[src/sv/cascaded_steer_speed_pid_top_macros.svh]
// Assertion macros for the cascaded steer and speed controller.
// Taken in by the top level; expects clk_i and rst_ni in the using module.
`ifndef CASCADED_STEER_SPEED_PID_TOP_MACROS_SVH
`define CASCADED_STEER_SPEED_PID_TOP_MACROS_SVH

// Property must hold at every clock edge outside reset.
`define CSSP_ASSERT(lbl, prop, msg) \
  lbl: assert property (@(posedge clk_i) disable iff (!rst_ni) prop) else $error(msg);

// Condition must never be seen at a clock edge outside reset.
`define CSSP_ASSERT_NEVER(lbl, expr, msg) \
  lbl: assert property (@(posedge clk_i) disable iff (!rst_ni) !(expr)) else $error(msg);

`endif

[src/sv/cssp_pkg.sv]
// Shared types, constants and width helpers for the cascaded steer and speed controller.
// No dependencies; used by the sequencer, the datapath and the top level.
package cssp_pkg;

  localparam int FRAC_BITS_DEF = 8;
  localparam int OUT_WIDTH_DEF = 32;

  localparam int IN_W        = 16;
  localparam int GAIN_W      = 16;
  localparam int GAIN_FRAC   = 8;
  localparam int ALPHA_W     = 9;
  localparam int ALPHA_SHIFT = 8;
  localparam int ALPHA_IDX_W = $clog2(ALPHA_W);
  localparam int ERR_W       = 24;
  localparam int RES_W       = 24;
  localparam int MUL_B_W     = ERR_W + 1;
  localparam int PROD_W      = GAIN_W + MUL_B_W;
  localparam int SUM_W       = PROD_W + 2;
  localparam int CFG_IDX_W   = 3;
  localparam int CFG_DATA_W  = 16;
  localparam int TDATA_IN_W  = 4 * IN_W;
  localparam int TDATA_OUT_W = 3 * RES_W;

  localparam logic [ALPHA_W-1:0] ALPHA_ONE = 9'd256;

  // Opcodes carried in tuser.
  localparam logic OPC_STEER = 1'b0;
  localparam logic OPC_SPEED = 1'b1;

  // Configuration register indexes.
  localparam logic [CFG_IDX_W-1:0] REG_CRUISE_SPEED = 3'd0;
  localparam logic [CFG_IDX_W-1:0] REG_STEER_KP     = 3'd1;
  localparam logic [CFG_IDX_W-1:0] REG_STEER_KD     = 3'd2;
  localparam logic [CFG_IDX_W-1:0] REG_GYRO_GAIN    = 3'd3;
  localparam logic [CFG_IDX_W-1:0] REG_SPEED_KI     = 3'd4;
  localparam logic [CFG_IDX_W-1:0] REG_SPEED_KP     = 3'd5;
  localparam logic [CFG_IDX_W-1:0] REG_FILTER_ALPHA = 3'd6;

  // Register reset values.
  localparam logic [GAIN_W-1:0]  RST_CRUISE_SPEED = 16'd0;
  localparam logic [GAIN_W-1:0]  RST_STEER_KP     = 16'd4352;
  localparam logic [GAIN_W-1:0]  RST_STEER_KD     = 16'd3584;
  localparam logic [GAIN_W-1:0]  RST_GYRO_GAIN    = 16'd51;
  localparam logic [GAIN_W-1:0]  RST_SPEED_KI     = 16'd512;
  localparam logic [GAIN_W-1:0]  RST_SPEED_KP     = 16'd256;
  localparam logic [ALPHA_W-1:0] RST_FILTER_ALPHA = 9'd230;

  // Width of the shared accumulator: room for the rescaled sum, the loop values,
  // the output extraction and the alpha product.
  function automatic int wide_w(input int frac, input int outw);
    int up;
    int w;
    up = (frac > GAIN_FRAC) ? (frac - GAIN_FRAC) : 0;
    w  = SUM_W + up;
    if (outw > w) w = outw;
    if ((RES_W + frac) > w) w = RES_W + frac;
    return w + 12;
  endfunction

  typedef enum logic [3:0] {
    OP_NOP,
    OP_MUL0,
    OP_MUL1,
    OP_MUL2,
    OP_ACC,
    OP_ERR1,
    OP_ERR2,
    OP_DIFF,
    OP_ALPHA,
    OP_FIN
  } op_e;

  typedef struct packed {
    op_e                    op;
    logic                   steer;
    logic                   side;
    logic [ALPHA_IDX_W-1:0] bit_idx;
  } ctrl_t;

  typedef struct packed {
    logic [GAIN_W-1:0]  cruise_speed;
    logic [GAIN_W-1:0]  steer_kp;
    logic [GAIN_W-1:0]  steer_kd;
    logic [GAIN_W-1:0]  gyro_gain;
    logic [GAIN_W-1:0]  speed_ki;
    logic [GAIN_W-1:0]  speed_kp;
    logic [ALPHA_W-1:0] filter_alpha;
  } cfg_t;

endpackage

[src/sv/cssp_ctrl.sv]
// Sequencer that steps the shared multiply-accumulate unit through one item.
// Depends on cssp_pkg for the operation codes and the control struct.
module cssp_ctrl (
  input  logic            clk_i,
  input  logic            rst_ni,
  input  logic            start_i,
  input  logic            opcode_i,
  input  logic            out_free_i,
  output cssp_pkg::ctrl_t ctrl_o,
  output logic            idle_o,
  output logic            out_load_o
);

  localparam logic [3:0] S_IDLE  = 4'd0;
  localparam logic [3:0] S_ERR1  = 4'd1;
  localparam logic [3:0] S_ERR2  = 4'd2;
  localparam logic [3:0] S_MUL0  = 4'd3;
  localparam logic [3:0] S_MUL1  = 4'd4;
  localparam logic [3:0] S_MUL2  = 4'd5;
  localparam logic [3:0] S_ACC   = 4'd6;
  localparam logic [3:0] S_DIFF  = 4'd7;
  localparam logic [3:0] S_ALPHA = 4'd8;
  localparam logic [3:0] S_FIN   = 4'd9;
  localparam logic [3:0] S_DONE  = 4'd10;

  localparam logic [cssp_pkg::ALPHA_IDX_W-1:0] ALPHA_LAST =
    cssp_pkg::ALPHA_IDX_W'(cssp_pkg::ALPHA_W - 1);

  logic [3:0] state_q, state_d;
  logic       steer_q, steer_d;
  logic       side_q, side_d;
  logic [cssp_pkg::ALPHA_IDX_W-1:0] cnt_q, cnt_d;

  always_comb begin
    state_d = state_q;
    steer_d = steer_q;
    side_d  = side_q;
    cnt_d   = cnt_q;
    case (state_q)
      S_IDLE: begin
        if (start_i) begin
          steer_d = (opcode_i == cssp_pkg::OPC_STEER);
          side_d  = 1'b0;
          state_d = (opcode_i == cssp_pkg::OPC_STEER) ? S_MUL0 : S_ERR1;
        end
      end
      S_ERR1: state_d = S_ERR2;
      S_ERR2: state_d = S_MUL0;
      S_MUL0: state_d = S_MUL1;
      S_MUL1: state_d = steer_q ? S_MUL2 : S_ACC;
      S_MUL2: state_d = S_ACC;
      S_ACC:  state_d = S_DIFF;
      S_DIFF: begin
        cnt_d   = '0;
        state_d = S_ALPHA;
      end
      S_ALPHA: begin
        if (cnt_q == ALPHA_LAST) begin
          state_d = S_FIN;
        end else begin
          cnt_d = cnt_q + 1'b1;
        end
      end
      S_FIN: begin
        // The left wheel is done first, then the right wheel runs the same steps.
        if (!steer_q && !side_q) begin
          side_d  = 1'b1;
          state_d = S_ERR1;
        end else begin
          state_d = S_DONE;
        end
      end
      S_DONE: begin
        if (out_free_i) state_d = S_IDLE;
      end
      default: state_d = S_IDLE;
    endcase
  end

  always_ff @(posedge clk_i or negedge rst_ni) begin
    if (!rst_ni) begin
      state_q <= S_IDLE;
      steer_q <= 1'b0;
      side_q  <= 1'b0;
      cnt_q   <= '0;
    end else begin
      state_q <= state_d;
      steer_q <= steer_d;
      side_q  <= side_d;
      cnt_q   <= cnt_d;
    end
  end

  always_comb begin
    ctrl_o.steer   = steer_q;
    ctrl_o.side    = side_q;
    ctrl_o.bit_idx = cnt_q;
    case (state_q)
      S_ERR1:  ctrl_o.op = cssp_pkg::OP_ERR1;
      S_ERR2:  ctrl_o.op = cssp_pkg::OP_ERR2;
      S_MUL0:  ctrl_o.op = cssp_pkg::OP_MUL0;
      S_MUL1:  ctrl_o.op = cssp_pkg::OP_MUL1;
      S_MUL2:  ctrl_o.op = cssp_pkg::OP_MUL2;
      S_ACC:   ctrl_o.op = cssp_pkg::OP_ACC;
      S_DIFF:  ctrl_o.op = cssp_pkg::OP_DIFF;
      S_ALPHA: ctrl_o.op = cssp_pkg::OP_ALPHA;
      S_FIN:   ctrl_o.op = cssp_pkg::OP_FIN;
      default: ctrl_o.op = cssp_pkg::OP_NOP;
    endcase
  end

  assign idle_o     = (state_q == S_IDLE);
  assign out_load_o = (state_q == S_DONE) && out_free_i;

endmodule

[src/sv/cssp_dp.sv]
// Datapath: loop state, one 16x25 multiplier and one wide accumulator shared by all steps.
// Depends on cssp_pkg; driven by the control struct from cssp_ctrl.
module cssp_dp #(
  parameter int FRAC_BITS = cssp_pkg::FRAC_BITS_DEF,
  parameter int OUT_WIDTH = cssp_pkg::OUT_WIDTH_DEF
) (
  input  logic                           clk_i,
  input  logic                           rst_ni,
  input  cssp_pkg::ctrl_t                ctrl_i,
  input  cssp_pkg::cfg_t                 cfg_i,
  input  logic                           load_i,
  input  logic [cssp_pkg::IN_W-1:0]      in0_i,
  input  logic [cssp_pkg::IN_W-1:0]      in1_i,
  output logic [cssp_pkg::RES_W-1:0]     steer_res_o,
  output logic [cssp_pkg::RES_W-1:0]     left_res_o,
  output logic [cssp_pkg::RES_W-1:0]     right_res_o
);

  localparam int IN_W    = cssp_pkg::IN_W;
  localparam int GAIN_W  = cssp_pkg::GAIN_W;
  localparam int ERR_W   = cssp_pkg::ERR_W;
  localparam int RES_W   = cssp_pkg::RES_W;
  localparam int MUL_B_W = cssp_pkg::MUL_B_W;
  localparam int PROD_W  = cssp_pkg::PROD_W;
  localparam int WW      = cssp_pkg::wide_w(FRAC_BITS, OUT_WIDTH);
  localparam int UP = (FRAC_BITS > cssp_pkg::GAIN_FRAC) ? (FRAC_BITS - cssp_pkg::GAIN_FRAC) : 0;
  localparam int DN = (FRAC_BITS < cssp_pkg::GAIN_FRAC) ? (cssp_pkg::GAIN_FRAC - FRAC_BITS) : 0;

  localparam logic signed [WW-1:0] OUT_MAX = {{(WW-OUT_WIDTH+1){1'b0}}, {(OUT_WIDTH-1){1'b1}}};
  localparam logic signed [WW-1:0] OUT_MIN = ~OUT_MAX;
  localparam logic signed [WW-1:0] RES_MAX = {{(WW-RES_W+1){1'b0}}, {(RES_W-1){1'b1}}};
  localparam logic signed [WW-1:0] RES_MIN = ~RES_MAX;

  function automatic logic [RES_W-1:0] sat_res(input logic signed [WW-1:0] v);
    logic signed [WW-1:0] r;
    r = v;
    if (v > RES_MAX) r = RES_MAX;
    else if (v < RES_MIN) r = RES_MIN;
    return r[RES_W-1:0];
  endfunction

  logic signed [IN_W-1:0]      in0_q, in1_q, prev_e_q;
  logic signed [ERR_W-1:0]     prev_l_q, prev_r_q, err_q, prev_sel;
  logic signed [OUT_WIDTH-1:0] steer_v_q, left_v_q, right_v_q, val_sel;
  logic signed [GAIN_W-1:0]    mul_a;
  logic signed [MUL_B_W-1:0]   mul_b;
  logic signed [PROD_W-1:0]    prod_d, prod_q;
  logic signed [WW-1:0]        acc_d, acc_q, x_d, x_q;
  logic signed [WW-1:0]        val_w, st_w, base_w, speed_w, resc_w, fin_w, fin_sat;
  logic [cssp_pkg::ALPHA_W-1:0] alpha_c;

  assign alpha_c = (cfg_i.filter_alpha > cssp_pkg::ALPHA_ONE) ? cssp_pkg::ALPHA_ONE
                                                              : cfg_i.filter_alpha;

  assign prev_sel = ctrl_i.side ? prev_r_q : prev_l_q;
  assign val_sel  = ctrl_i.steer ? steer_v_q : (ctrl_i.side ? right_v_q : left_v_q);
  assign val_w    = WW'(val_sel);
  assign st_w     = WW'(steer_v_q) >>> FRAC_BITS;
  assign base_w   = WW'($signed(cfg_i.cruise_speed));
  assign speed_w  = WW'(ctrl_i.side ? in1_q : in0_q);
  assign resc_w   = (acc_q <<< UP) >>> DN;
  assign fin_w    = val_w + (acc_q >>> cssp_pkg::ALPHA_SHIFT);
  assign fin_sat  = (fin_w > OUT_MAX) ? OUT_MAX : ((fin_w < OUT_MIN) ? OUT_MIN : fin_w);

  // Operand selection for the shared multiplier.
  always_comb begin
    mul_a = '0;
    mul_b = '0;
    case (ctrl_i.op)
      cssp_pkg::OP_MUL0: begin
        if (ctrl_i.steer) begin
          mul_a = $signed(cfg_i.steer_kp);
          mul_b = MUL_B_W'(in0_q);
        end else begin
          mul_a = $signed(cfg_i.speed_ki);
          mul_b = MUL_B_W'(err_q);
        end
      end
      cssp_pkg::OP_MUL1: begin
        if (ctrl_i.steer) begin
          mul_a = $signed(cfg_i.steer_kd);
          mul_b = MUL_B_W'(in0_q) - MUL_B_W'(prev_e_q);
        end else begin
          mul_a = $signed(cfg_i.speed_kp);
          mul_b = MUL_B_W'(err_q) - MUL_B_W'(prev_sel);
        end
      end
      cssp_pkg::OP_MUL2: begin
        mul_a = $signed(cfg_i.gyro_gain);
        mul_b = MUL_B_W'(in1_q);
      end
      default: ;
    endcase
  end

  assign prod_d = PROD_W'(mul_a) * PROD_W'(mul_b);

  // Accumulator and alpha multiplicand. The alpha product is built by shift and add,
  // one bit of alpha per cycle, so the wide value never meets a multiplier.
  always_comb begin
    acc_d = acc_q;
    x_d   = x_q;
    case (ctrl_i.op)
      cssp_pkg::OP_MUL0: acc_d = '0;
      cssp_pkg::OP_MUL1, cssp_pkg::OP_MUL2, cssp_pkg::OP_ACC: acc_d = acc_q + WW'(prod_q);
      cssp_pkg::OP_ERR1: acc_d = ctrl_i.side ? (base_w + st_w) : (base_w - st_w);
      cssp_pkg::OP_DIFF: begin
        x_d   = ctrl_i.steer ? (resc_w - val_w) : resc_w;
        acc_d = '0;
      end
      cssp_pkg::OP_ALPHA: begin
        if (alpha_c[ctrl_i.bit_idx]) acc_d = acc_q + x_q;
        x_d = x_q <<< 1;
      end
      default: ;
    endcase
  end

  always_ff @(posedge clk_i) begin
    if (load_i) begin
      in0_q <= in0_i;
      in1_q <= in1_i;
    end
    if (ctrl_i.op == cssp_pkg::OP_ERR2) err_q <= sat_res(acc_q - speed_w);
    prod_q <= prod_d;
    acc_q  <= acc_d;
    x_q    <= x_d;
  end

  always_ff @(posedge clk_i or negedge rst_ni) begin
    if (!rst_ni) begin
      prev_e_q  <= '0;
      prev_l_q  <= '0;
      prev_r_q  <= '0;
      steer_v_q <= '0;
      left_v_q  <= '0;
      right_v_q <= '0;
    end else if (ctrl_i.op == cssp_pkg::OP_FIN) begin
      if (ctrl_i.steer) begin
        steer_v_q <= fin_sat[OUT_WIDTH-1:0];
        prev_e_q  <= in0_q;
      end else if (ctrl_i.side) begin
        right_v_q <= fin_sat[OUT_WIDTH-1:0];
        prev_r_q  <= err_q;
      end else begin
        left_v_q  <= fin_sat[OUT_WIDTH-1:0];
        prev_l_q  <= err_q;
      end
    end
  end

  assign steer_res_o = sat_res(WW'(steer_v_q) >>> FRAC_BITS);
  assign left_res_o  = sat_res(WW'(left_v_q) >>> FRAC_BITS);
  assign right_res_o = sat_res(WW'(right_v_q) >>> FRAC_BITS);

endmodule

[src/sv/cascaded_steer_speed_pid_top.sv]
// Cascaded steer PD and wheel speed PI controller, top level; uses cssp_pkg, cssp_ctrl, cssp_dp.
// Items are handled one at a time; a new item is taken only once the sequencer is idle again.
// The pace is set by the single multiply-accumulate unit and its nine-step alpha shift-add, run
// once per loop: a steer item runs one loop, a speed item runs two, left wheel then right wheel.
// Reset (rst_ni low, asynchronous) clears the sequencer, all loop state and the output valid,
// and returns every configuration register to its default; no clearing pass follows.
`include "cascaded_steer_speed_pid_top_macros.svh"

module cascaded_steer_speed_pid_top #(
  parameter int FRAC_BITS = cssp_pkg::FRAC_BITS_DEF,
  parameter int OUT_WIDTH = cssp_pkg::OUT_WIDTH_DEF
) (
  input  logic                                clk_i,
  input  logic                                rst_ni,
  // Input items.
  input  logic                                s_axis_tvalid,
  output logic                                s_axis_tready,
  // tdata, low to high: track_error[15:0], gyro_rate[31:16], left_speed[47:32],
  // right_speed[63:48].
  input  logic [cssp_pkg::TDATA_IN_W-1:0]     s_axis_tdata,
  // tuser: opcode (0 steer update, 1 wheel speed update).
  input  logic                                s_axis_tuser,
  // Result items.
  output logic                                m_axis_tvalid,
  input  logic                                m_axis_tready,
  // tdata, low to high: steer_out[23:0], left_drive[47:24], right_drive[71:48].
  output logic [cssp_pkg::TDATA_OUT_W-1:0]    m_axis_tdata,
  // Configuration write channel.
  input  logic                                cfg_valid_i,
  output logic                                cfg_ready_o,
  input  logic [cssp_pkg::CFG_IDX_W-1:0]      cfg_index_i,
  input  logic [cssp_pkg::CFG_DATA_W-1:0]     cfg_data_i
);

  localparam int IN_W  = cssp_pkg::IN_W;
  localparam int RES_W = cssp_pkg::RES_W;

  cssp_pkg::cfg_t  cfg_q;
  cssp_pkg::ctrl_t ctrl;
  logic            s_accept;
  logic            idle;
  logic            out_free;
  logic            out_load;
  logic            m_valid_q;
  logic [cssp_pkg::TDATA_OUT_W-1:0] m_data_q;
  logic [IN_W-1:0]  in0_w, in1_w;
  logic [RES_W-1:0] steer_res, left_res, right_res;

  // Configuration registers. Writes are always taken; an index past the list is dropped.
  assign cfg_ready_o = 1'b1;

  always_ff @(posedge clk_i or negedge rst_ni) begin
    if (!rst_ni) begin
      cfg_q.cruise_speed <= cssp_pkg::RST_CRUISE_SPEED;
      cfg_q.steer_kp     <= cssp_pkg::RST_STEER_KP;
      cfg_q.steer_kd     <= cssp_pkg::RST_STEER_KD;
      cfg_q.gyro_gain    <= cssp_pkg::RST_GYRO_GAIN;
      cfg_q.speed_ki     <= cssp_pkg::RST_SPEED_KI;
      cfg_q.speed_kp     <= cssp_pkg::RST_SPEED_KP;
      cfg_q.filter_alpha <= cssp_pkg::RST_FILTER_ALPHA;
    end else if (cfg_valid_i && cfg_ready_o) begin
      case (cfg_index_i)
        cssp_pkg::REG_CRUISE_SPEED: cfg_q.cruise_speed <= cfg_data_i;
        cssp_pkg::REG_STEER_KP:     cfg_q.steer_kp   <= cfg_data_i;
        cssp_pkg::REG_STEER_KD:     cfg_q.steer_kd   <= cfg_data_i;
        cssp_pkg::REG_GYRO_GAIN:    cfg_q.gyro_gain  <= cfg_data_i;
        cssp_pkg::REG_SPEED_KI:     cfg_q.speed_ki   <= cfg_data_i;
        cssp_pkg::REG_SPEED_KP:     cfg_q.speed_kp   <= cfg_data_i;
        cssp_pkg::REG_FILTER_ALPHA: cfg_q.filter_alpha <= cfg_data_i[cssp_pkg::ALPHA_W-1:0];
        default: ;
      endcase
    end
  end

  // An item is taken only while the sequencer is idle. The two operand slots hold the
  // error and gyro rate for a steer item, or the left and right speeds for a speed item.
  assign s_axis_tready = idle;
  assign s_accept      = s_axis_tvalid && s_axis_tready;
  assign in0_w = (s_axis_tuser == cssp_pkg::OPC_STEER) ? s_axis_tdata[IN_W-1:0]
                                                       : s_axis_tdata[3*IN_W-1:2*IN_W];
  assign in1_w = (s_axis_tuser == cssp_pkg::OPC_STEER) ? s_axis_tdata[2*IN_W-1:IN_W]
                                                       : s_axis_tdata[4*IN_W-1:3*IN_W];

  // The output register frees the input side: a new item may start while a result waits.
  // The sequencer only holds in its final step if that result has still not been taken.
  assign out_free = !m_valid_q || m_axis_tready;

  cssp_ctrl u_ctrl (
    .clk_i      (clk_i),
    .rst_ni     (rst_ni),
    .start_i    (s_accept),
    .opcode_i   (s_axis_tuser),
    .out_free_i (out_free),
    .ctrl_o     (ctrl),
    .idle_o     (idle),
    .out_load_o (out_load)
  );

  cssp_dp #(
    .FRAC_BITS (FRAC_BITS),
    .OUT_WIDTH (OUT_WIDTH)
  ) u_dp (
    .clk_i       (clk_i),
    .rst_ni      (rst_ni),
    .ctrl_i      (ctrl),
    .cfg_i       (cfg_q),
    .load_i      (s_accept),
    .in0_i       (in0_w),
    .in1_i       (in1_w),
    .steer_res_o (steer_res),
    .left_res_o  (left_res),
    .right_res_o (right_res)
  );

  // Every item reports all three held outputs, whichever loop it updated.
  always_ff @(posedge clk_i or negedge rst_ni) begin
    if (!rst_ni) begin
      m_valid_q <= 1'b0;
    end else if (out_load) begin
      m_valid_q <= 1'b1;
    end else if (m_axis_tready) begin
      m_valid_q <= 1'b0;
    end
  end

  always_ff @(posedge clk_i) begin
    if (out_load) m_data_q <= {right_res, left_res, steer_res};
  end

  assign m_axis_tvalid = m_valid_q;
  assign m_axis_tdata  = m_data_q;

  `CSSP_ASSERT(a_busy_after_accept, s_accept |=> !s_axis_tready, "ready after taking an item")
  `CSSP_ASSERT_NEVER(a_no_overwrite, out_load && m_valid_q && !m_axis_tready, "result overwritten")
  `CSSP_ASSERT(a_idle_after_load, out_load |=> s_axis_tready, "not idle after a result")

endmodule
[config.mk]
export PLATFORM = sky130hd
export DESIGN_NAME = cascaded_steer_speed_pid_top
export DESIGN_NICKNAME = d
export VERILOG_FILES = /design/src/sv/cssp_pkg.sv /design/src/sv/cssp_ctrl.sv /design/src/sv/cssp_dp.sv /design/src/sv/cascaded_steer_speed_pid_top.sv
export VERILOG_INCLUDE_DIRS = /design/src /design/src/sv
export SDC_FILE = /design/constraint.sdc
export NUM_CORES = 2
export LEC_CHECK = 0
export BUFFER_PORTS_ARGS = -buffer_cell sky130_fd_sc_hd__buf_4
export CORE_MARGIN = 4
export CORE_UTILIZATION = 45
export DETAILED_ROUTE_END_ITERATION = 8
export GPL_ROUTABILITY_DRIVEN = 0
export GPL_TIMING_DRIVEN = 0
export SETUP_SLACK_MARGIN = 0.2
export SYNTH_ARGS = -nofsm -noshare
export SYNTH_HDL_FRONTEND = slang
export SYNTH_HIERARCHICAL = 1
export SYNTH_SLANG_ARGS = --single-unit
export TNS_END_PERCENT = 10
[constraint.sdc]
create_clock -name clk_i -period 10.3 [get_ports clk_i]
set_input_delay 2.06 -clock clk_i [delete_from_list [all_inputs] [get_ports clk_i]]
set_output_delay 2.06 -clock clk_i [all_outputs]
set_load 0.01 [all_outputs]
Yosys cells after proc, flatten, opt, wreduce, memory -nomap -nowiden --
Memory sizes are Yosys's and may differ from the RTL's. Cells that the tools add are included.
Operators by class: add/subtract/negate cells 10, $mul 1, magnitude comparators 12, equality and inequality tests 32, mux-type cells 40, bitwise operators 3, reductions and logical operators 31
Operator list (number):
- $mux W55 | 4
- $pmux W55 S4 | 1
- $mux W32 | 4
- $mux W24 | 5
- $pmux W55 S2 | 1
- $pmux W25 S3 | 1
- $gt A24 B24 Y1 const B | 3
- $lt A24 B24 Y1 const B | 3
- $mux W16 | 4
- $add A55 B41 Y55 | 1
- $add A55 B55 Y55 | 1
- $gt A55 B24 Y1 const B | 1
- $lt A55 B24 Y1 const B | 1
- $sub A55 B32 Y55 | 1
- $sub A55 B55 Y55 | 1
- $mux W25 | 2
- $add A32 B47 Y48 | 1
- $gt A48 B32 Y1 const B | 1
- $lt A48 B32 Y1 const B | 1
- $pmux W16 S3 | 1
- $pmux W4 S11 | 1
- $mul A16 B25 Y41 | 1
- $eq A4 B3 Y1 const B | 8
- $add A16 B24 Y25 | 1
- other kinds (33) | 80
Storage, ports and cells: bits in registers 555, memory bits (read-only) 64, input port bits 89, output and inout bits 75, logic and storage cells 157, memories 1
Memories:
- (name not given) | depth 16, width 4, rd ports 1, clocked after Yosys merged registers in 0, write ports 0, RTL line cssp_ctrl.sv:98 | case (state_q)

Logic depth before layout (Yosys ltp) --
depth after elaboration 6, gate-level depth with buffers 45, gate-level depth less buffers 41

Cells and area by module --
The synthesis kept the hierarchy.
By module, submodules not included:
- cssp_dp | times used 1, cells each 5428, area an instance 45781.4 µm²
- cascaded_steer_speed_pid_top | times used 1, cells each 344, area an instance 6656.4 µm²
- cssp_ctrl | times used 1, cells each 91, area an instance 798.3 µm²

Worst setup path after synthesis --
Ideal clock, no wire load.
kind reg2reg, start register u_ctrl.side_q, end register u_dp.prod_q[39], data arrival time 10.407 ns, required time 10.228 ns, slack -0.179 ns, stages on the path, launching flop included 44, path buffers 5, period minus slack after synthesis 10.479 ns, cell sequence dfrtp_1 buf_4 clkbuf_1 buf_1 clkbuf_1 mux2i_1 ha_1 nor2b_1 o21ai_0 a21boi_0 o21ai_0 a21boi_0 o41ai_1 o21ai_0 a41o_1 a41oi_1 xnor2_1 a221oi_1 (+8 left out) fa_1 inv_1 fa_1 inv_1 ha_1 inv_1 o21bai_1 a21o_1 a21o_1 a21o_1 a21o_1 a211oi_1 o21ai_0 nor3_1 nor3_1 a21o_1 a21oi_1 xnor2_1
Between the ends: longest elaborated chain between the ends 5
Ends and longest elaborated chain:
- start: declaration | RTL line cssp_ctrl.sv:31 | logic side_q, side_d;
- start signal: assignment | RTL line cssp_ctrl.sv:89 | side_q <= side_d;
- $mux W24 | RTL line cssp_dp.sv:55 | assign prev_sel = ctrl_i.side ? prev_r_q : prev_l_q;
- $sub A24 B24 Y25 | RTL line cssp_dp.sv:85 | mul_b = MUL_B_W'(err_q) - MUL_B_W'(prev_sel);
- $mux W25 | RTL line cssp_dp.sv:80 | if (ctrl_i.steer) begin
- $pmux W25 S3 | RTL line cssp_dp.sv:69 | case (ctrl_i.op)
- $mul A16 B25 Y41 | RTL line cssp_dp.sv:96 | assign prod_d = PROD_W'(mul_a) * PROD_W'(mul_b);
- via u_dp.prod_d[39] | RTL line cssp_dp.sv:47 | logic signed [PROD_W-1:0] prod_d, prod_q;
- end signal: assignment | RTL line cssp_dp.sv:125 | prod_q <= prod_d;
- end: declaration | RTL line cssp_dp.sv:47
The timed path passes the listed nets, and every way through them passes these cells. A chain may end at the register's enable or synchronous reset.

Worst setup path in the final report --
start register u_ctrl.side_q, end register u_dp.prod_q[40]
The elaborated chain is that of the path after synthesis.

==> metrics.cfg <==
[run_status]
outcome=finished clean

[global_routing]
grt_start_max_net_pins=105
overflow=0
grt_pass1_wl_um=265000
grtUsageTotal=0.275
grt_antenna_before_repair=10
grt_pass1_vias=44600

[place]
post_dp_cell_area_mm2=0.0567
place.port_buffers=158
dpl.hpwl_um=138000

[timing]
finalClockSkew_ns=0.0347
fin_crit_ns=9.93
hold_violations=0
max_slew_margin=0.0886
fmax_ghz=0.101
whs_ns=0.474
min_period_over_period=0.964
slew_violations=0
fin_setup_tns_ns=0
rsz0062_at_grt=true
finalSetupViolations=0
tightest_slew_ns=1.37

[floorplanning]
initial_core_util=0.456
rows=125
core_area_mm2=0.117
die_w_um=352
io_pins=164
dieArea_mm2=0.124
dieHeight_um=352

[clocking]
numCtsBuffers=67
htree_levels=3
clk_pin_slew_worst_paths_ns=0.06
root_buffer=clkbuf_16
cts_tree=built
clock_path_buffers=3
hold_buffers=0
cts.sinks=555
clock_latency_ns=0.66

[flow_run]
maxCapViolCount=0

[synth]
synth_warnings=6
yosys.cell_types.count=102
synth_edf_count=238
yosys_most_used_dff=dfrtp_1
synth_seq_cells=555
synthCells=5863
async_reset_ff_frac=0.497
ys_top_cells_by_area=fa_1, edfxtp_1, dfrtp_1
synth_top_area_frac=0.149
syn_area_per_cell_um2=9.08
seq_area_frac_synth=0.280
netlist_area_mm2=0.0532
syn_nets=6729
yosys.area.top_type=fa_1

[worst_setup_path]
cpLargestDelayFamily=adder cells
worst_setup_path_end_kind=flop
startpoint_type=flop
crit_path_max_incr_delay_ns=0.55
cp.required_ns=10.80
arrival_ns=10.43
cp_common_cell=fa_1
critPathKind=flop to flop
critPathSlowestCell=fa_1
cp_max_fo=10
path_buf_inv=7

[layout]
drive_gt1_frac=0.127
fill_cells=10900
nets=7026
final_common_cell=nand2_1
area_growth_pct=13.7
final_cell_mix=nand2_1, inv_1, nor2_1
postLayoutCellArea_mm2=0.0605

[routing]
first_iter_violations=3534
via_per_inst=5.78
ant_nets=0
dr.pass1.iters=6
routed_wl_um=174000
vias=44700
drc_errors=0
wire_per_inst_um=22.4

[hold_path]
hold_path.class=flop to flop

## logic make-up after synthesis
kind of cell / count (synthesis) / share of synthesized area
AOI/OAI and AO/OA: 1345 / 0.160
xor gates and xnor gates: 294 / 0.0484
adders and majority gates: 777 / 0.238
buffers and inverters: 901 / 0.0655
DFF: 555 / 0.280
muxes: 346 / 0.0702
other: 1 / 0.0000704
and+or+nand+nor: 1644 / 0.137
## registers in the layout, summed over array words and instances (netlist names), 4 cells and up
register,cells
u_ctrl/cnt_q,4
u_dp/prev_r_q,24
u_dp/left_v_q,32
u_dp/prod_q,41
u_dp/steer_v_q,32
u_ctrl/state_q,4
m_axis_tdata,72
u_dp/x_q,55
cfg_q,105
u_dp/prev_e_q,16
u_dp/in0_q,16
u_dp/in1_q,16
u_dp/right_v_q,32
u_dp/err_q,24
u_dp/acc_q,55
u_dp/prev_l_q,24
## what timing repair did
| action | CTS | global route |
|---|---|---|
| endpoints found under the hold margin | 0 | 0 |
| pin swaps | 23 | 39 |
| setup endpoints to repair | 117 | 34 |
| gates resized for setup | 161 | 89 |
| setup buffers | 23 | 30 |
## final cells by class
class                           count  area (µm²)  share of cell area
Clock inverter                     40         564             0.00932
Multi-Input combinational cell   4407       35800               0.591
Buffer                            306        1440              0.0238
Inverter                          593        2230              0.0368
Antenna cell                        1        2.50           0.0000414
Clock buffer                       83        1810              0.0299
Tap cell                         1524        1910              0.0315
Sequential cell                   555       14900               0.246
Timing Repair Buffer              230        1910              0.0316
## routing by layer
| layer | part of all wire | track usage | up-vias |
|---|---|---|---|
| met2 | 0.46 | 0.448 | 1656 |
| met5 | 0.000075 | 0 | - |
| met1 | 0.43 | 0.368 | 22000 |
| met3 | 0.065 | 0.0378 | 362 |
| li1 | - | - | 20700 |
| met4 | 0.048 | 0.116 | 2 |
## cells in the mapped netlist, drive strengths merged, types with 17 or more instances
| cell type | instances |
|---|---|
| and3 | 35 |
| buf | 53 |
| dfxtp | 41 |
| nand4 | 44 |
| nor4 | 25 |
| xnor2 | 193 |
| ha | 381 |
| nor2b | 46 |
| nand2b | 68 |
| clkbuf | 255 |
| o221ai | 17 |
| edfxtp | 238 |
| fa | 396 |
| or3 | 22 |
| nand3 | 72 |
| inv | 592 |
| o21bai | 49 |
| o31ai | 24 |
| a211oi | 34 |
| a31oi | 39 |
| o22ai | 33 |
| nand2 | 710 |
| o21a | 75 |
| o21ai | 364 |
| nor2 | 464 |
| a21o | 152 |
| mux2i | 156 |
| mux2 | 190 |
| dfrtp | 260 |
| or2 | 21 |
| a21oi | 372 |
| xor2 | 101 |
| nor3 | 71 |
| o211ai | 30 |
## worst reg2reg max path, delay by kind of cell (launching register included)
kind / cells / cell delay [ns]
adders and majority gates: 8 / 3.61
AOI/OAI and AO/OA: 15 / 3.22
and+or+nand+nor: 8 / 1.11
buffers and inverters: 7 / 0.84
DFF: 1 / 0.39
xor gates and xnor gates: 2 / 0.38
muxes: 1 / 0.26
## path summary, 6_finish.rpt
path / startpoint / to / slack (ns) / cells past startpoint
hold reg to reg: u_dp/prev_l_q[14] / u_dp/prev_l_q[14] / 0.47 / 2
setup / recovery: u_ctrl/side_q / u_dp/prod_q[40] / 0.37 / 41
max in group asynchronous: rst_ni / cfg_q[81] / 7.41 / 3
min in group asynchronous: rst_ni / u_dp/left_v_q[14] / 1.39 / 1
setup reg to reg: u_ctrl/side_q / u_dp/prod_q[40] / 0.37 / 41
hold / removal: u_dp/prev_l_q[14] / u_dp/prev_l_q[14] / 0.47 / 2
## per-stage QoR
step / util / instances / setup WS [ns]
global route: 0.518 / 7738 / 0.0517
finish: 0.518 / 7739 / 0.371
CTS: 0.513 / 7708 / 0.192
global placement: 0.482 / 7545 / -3.55
floorplan: - / 5863 / 0.226
detailed placement: 0.486 / 7564 / -3.57
Power is not shown: default switching activity piles up to over one toggle a cycle in this logic, so the estimate is an artifact.
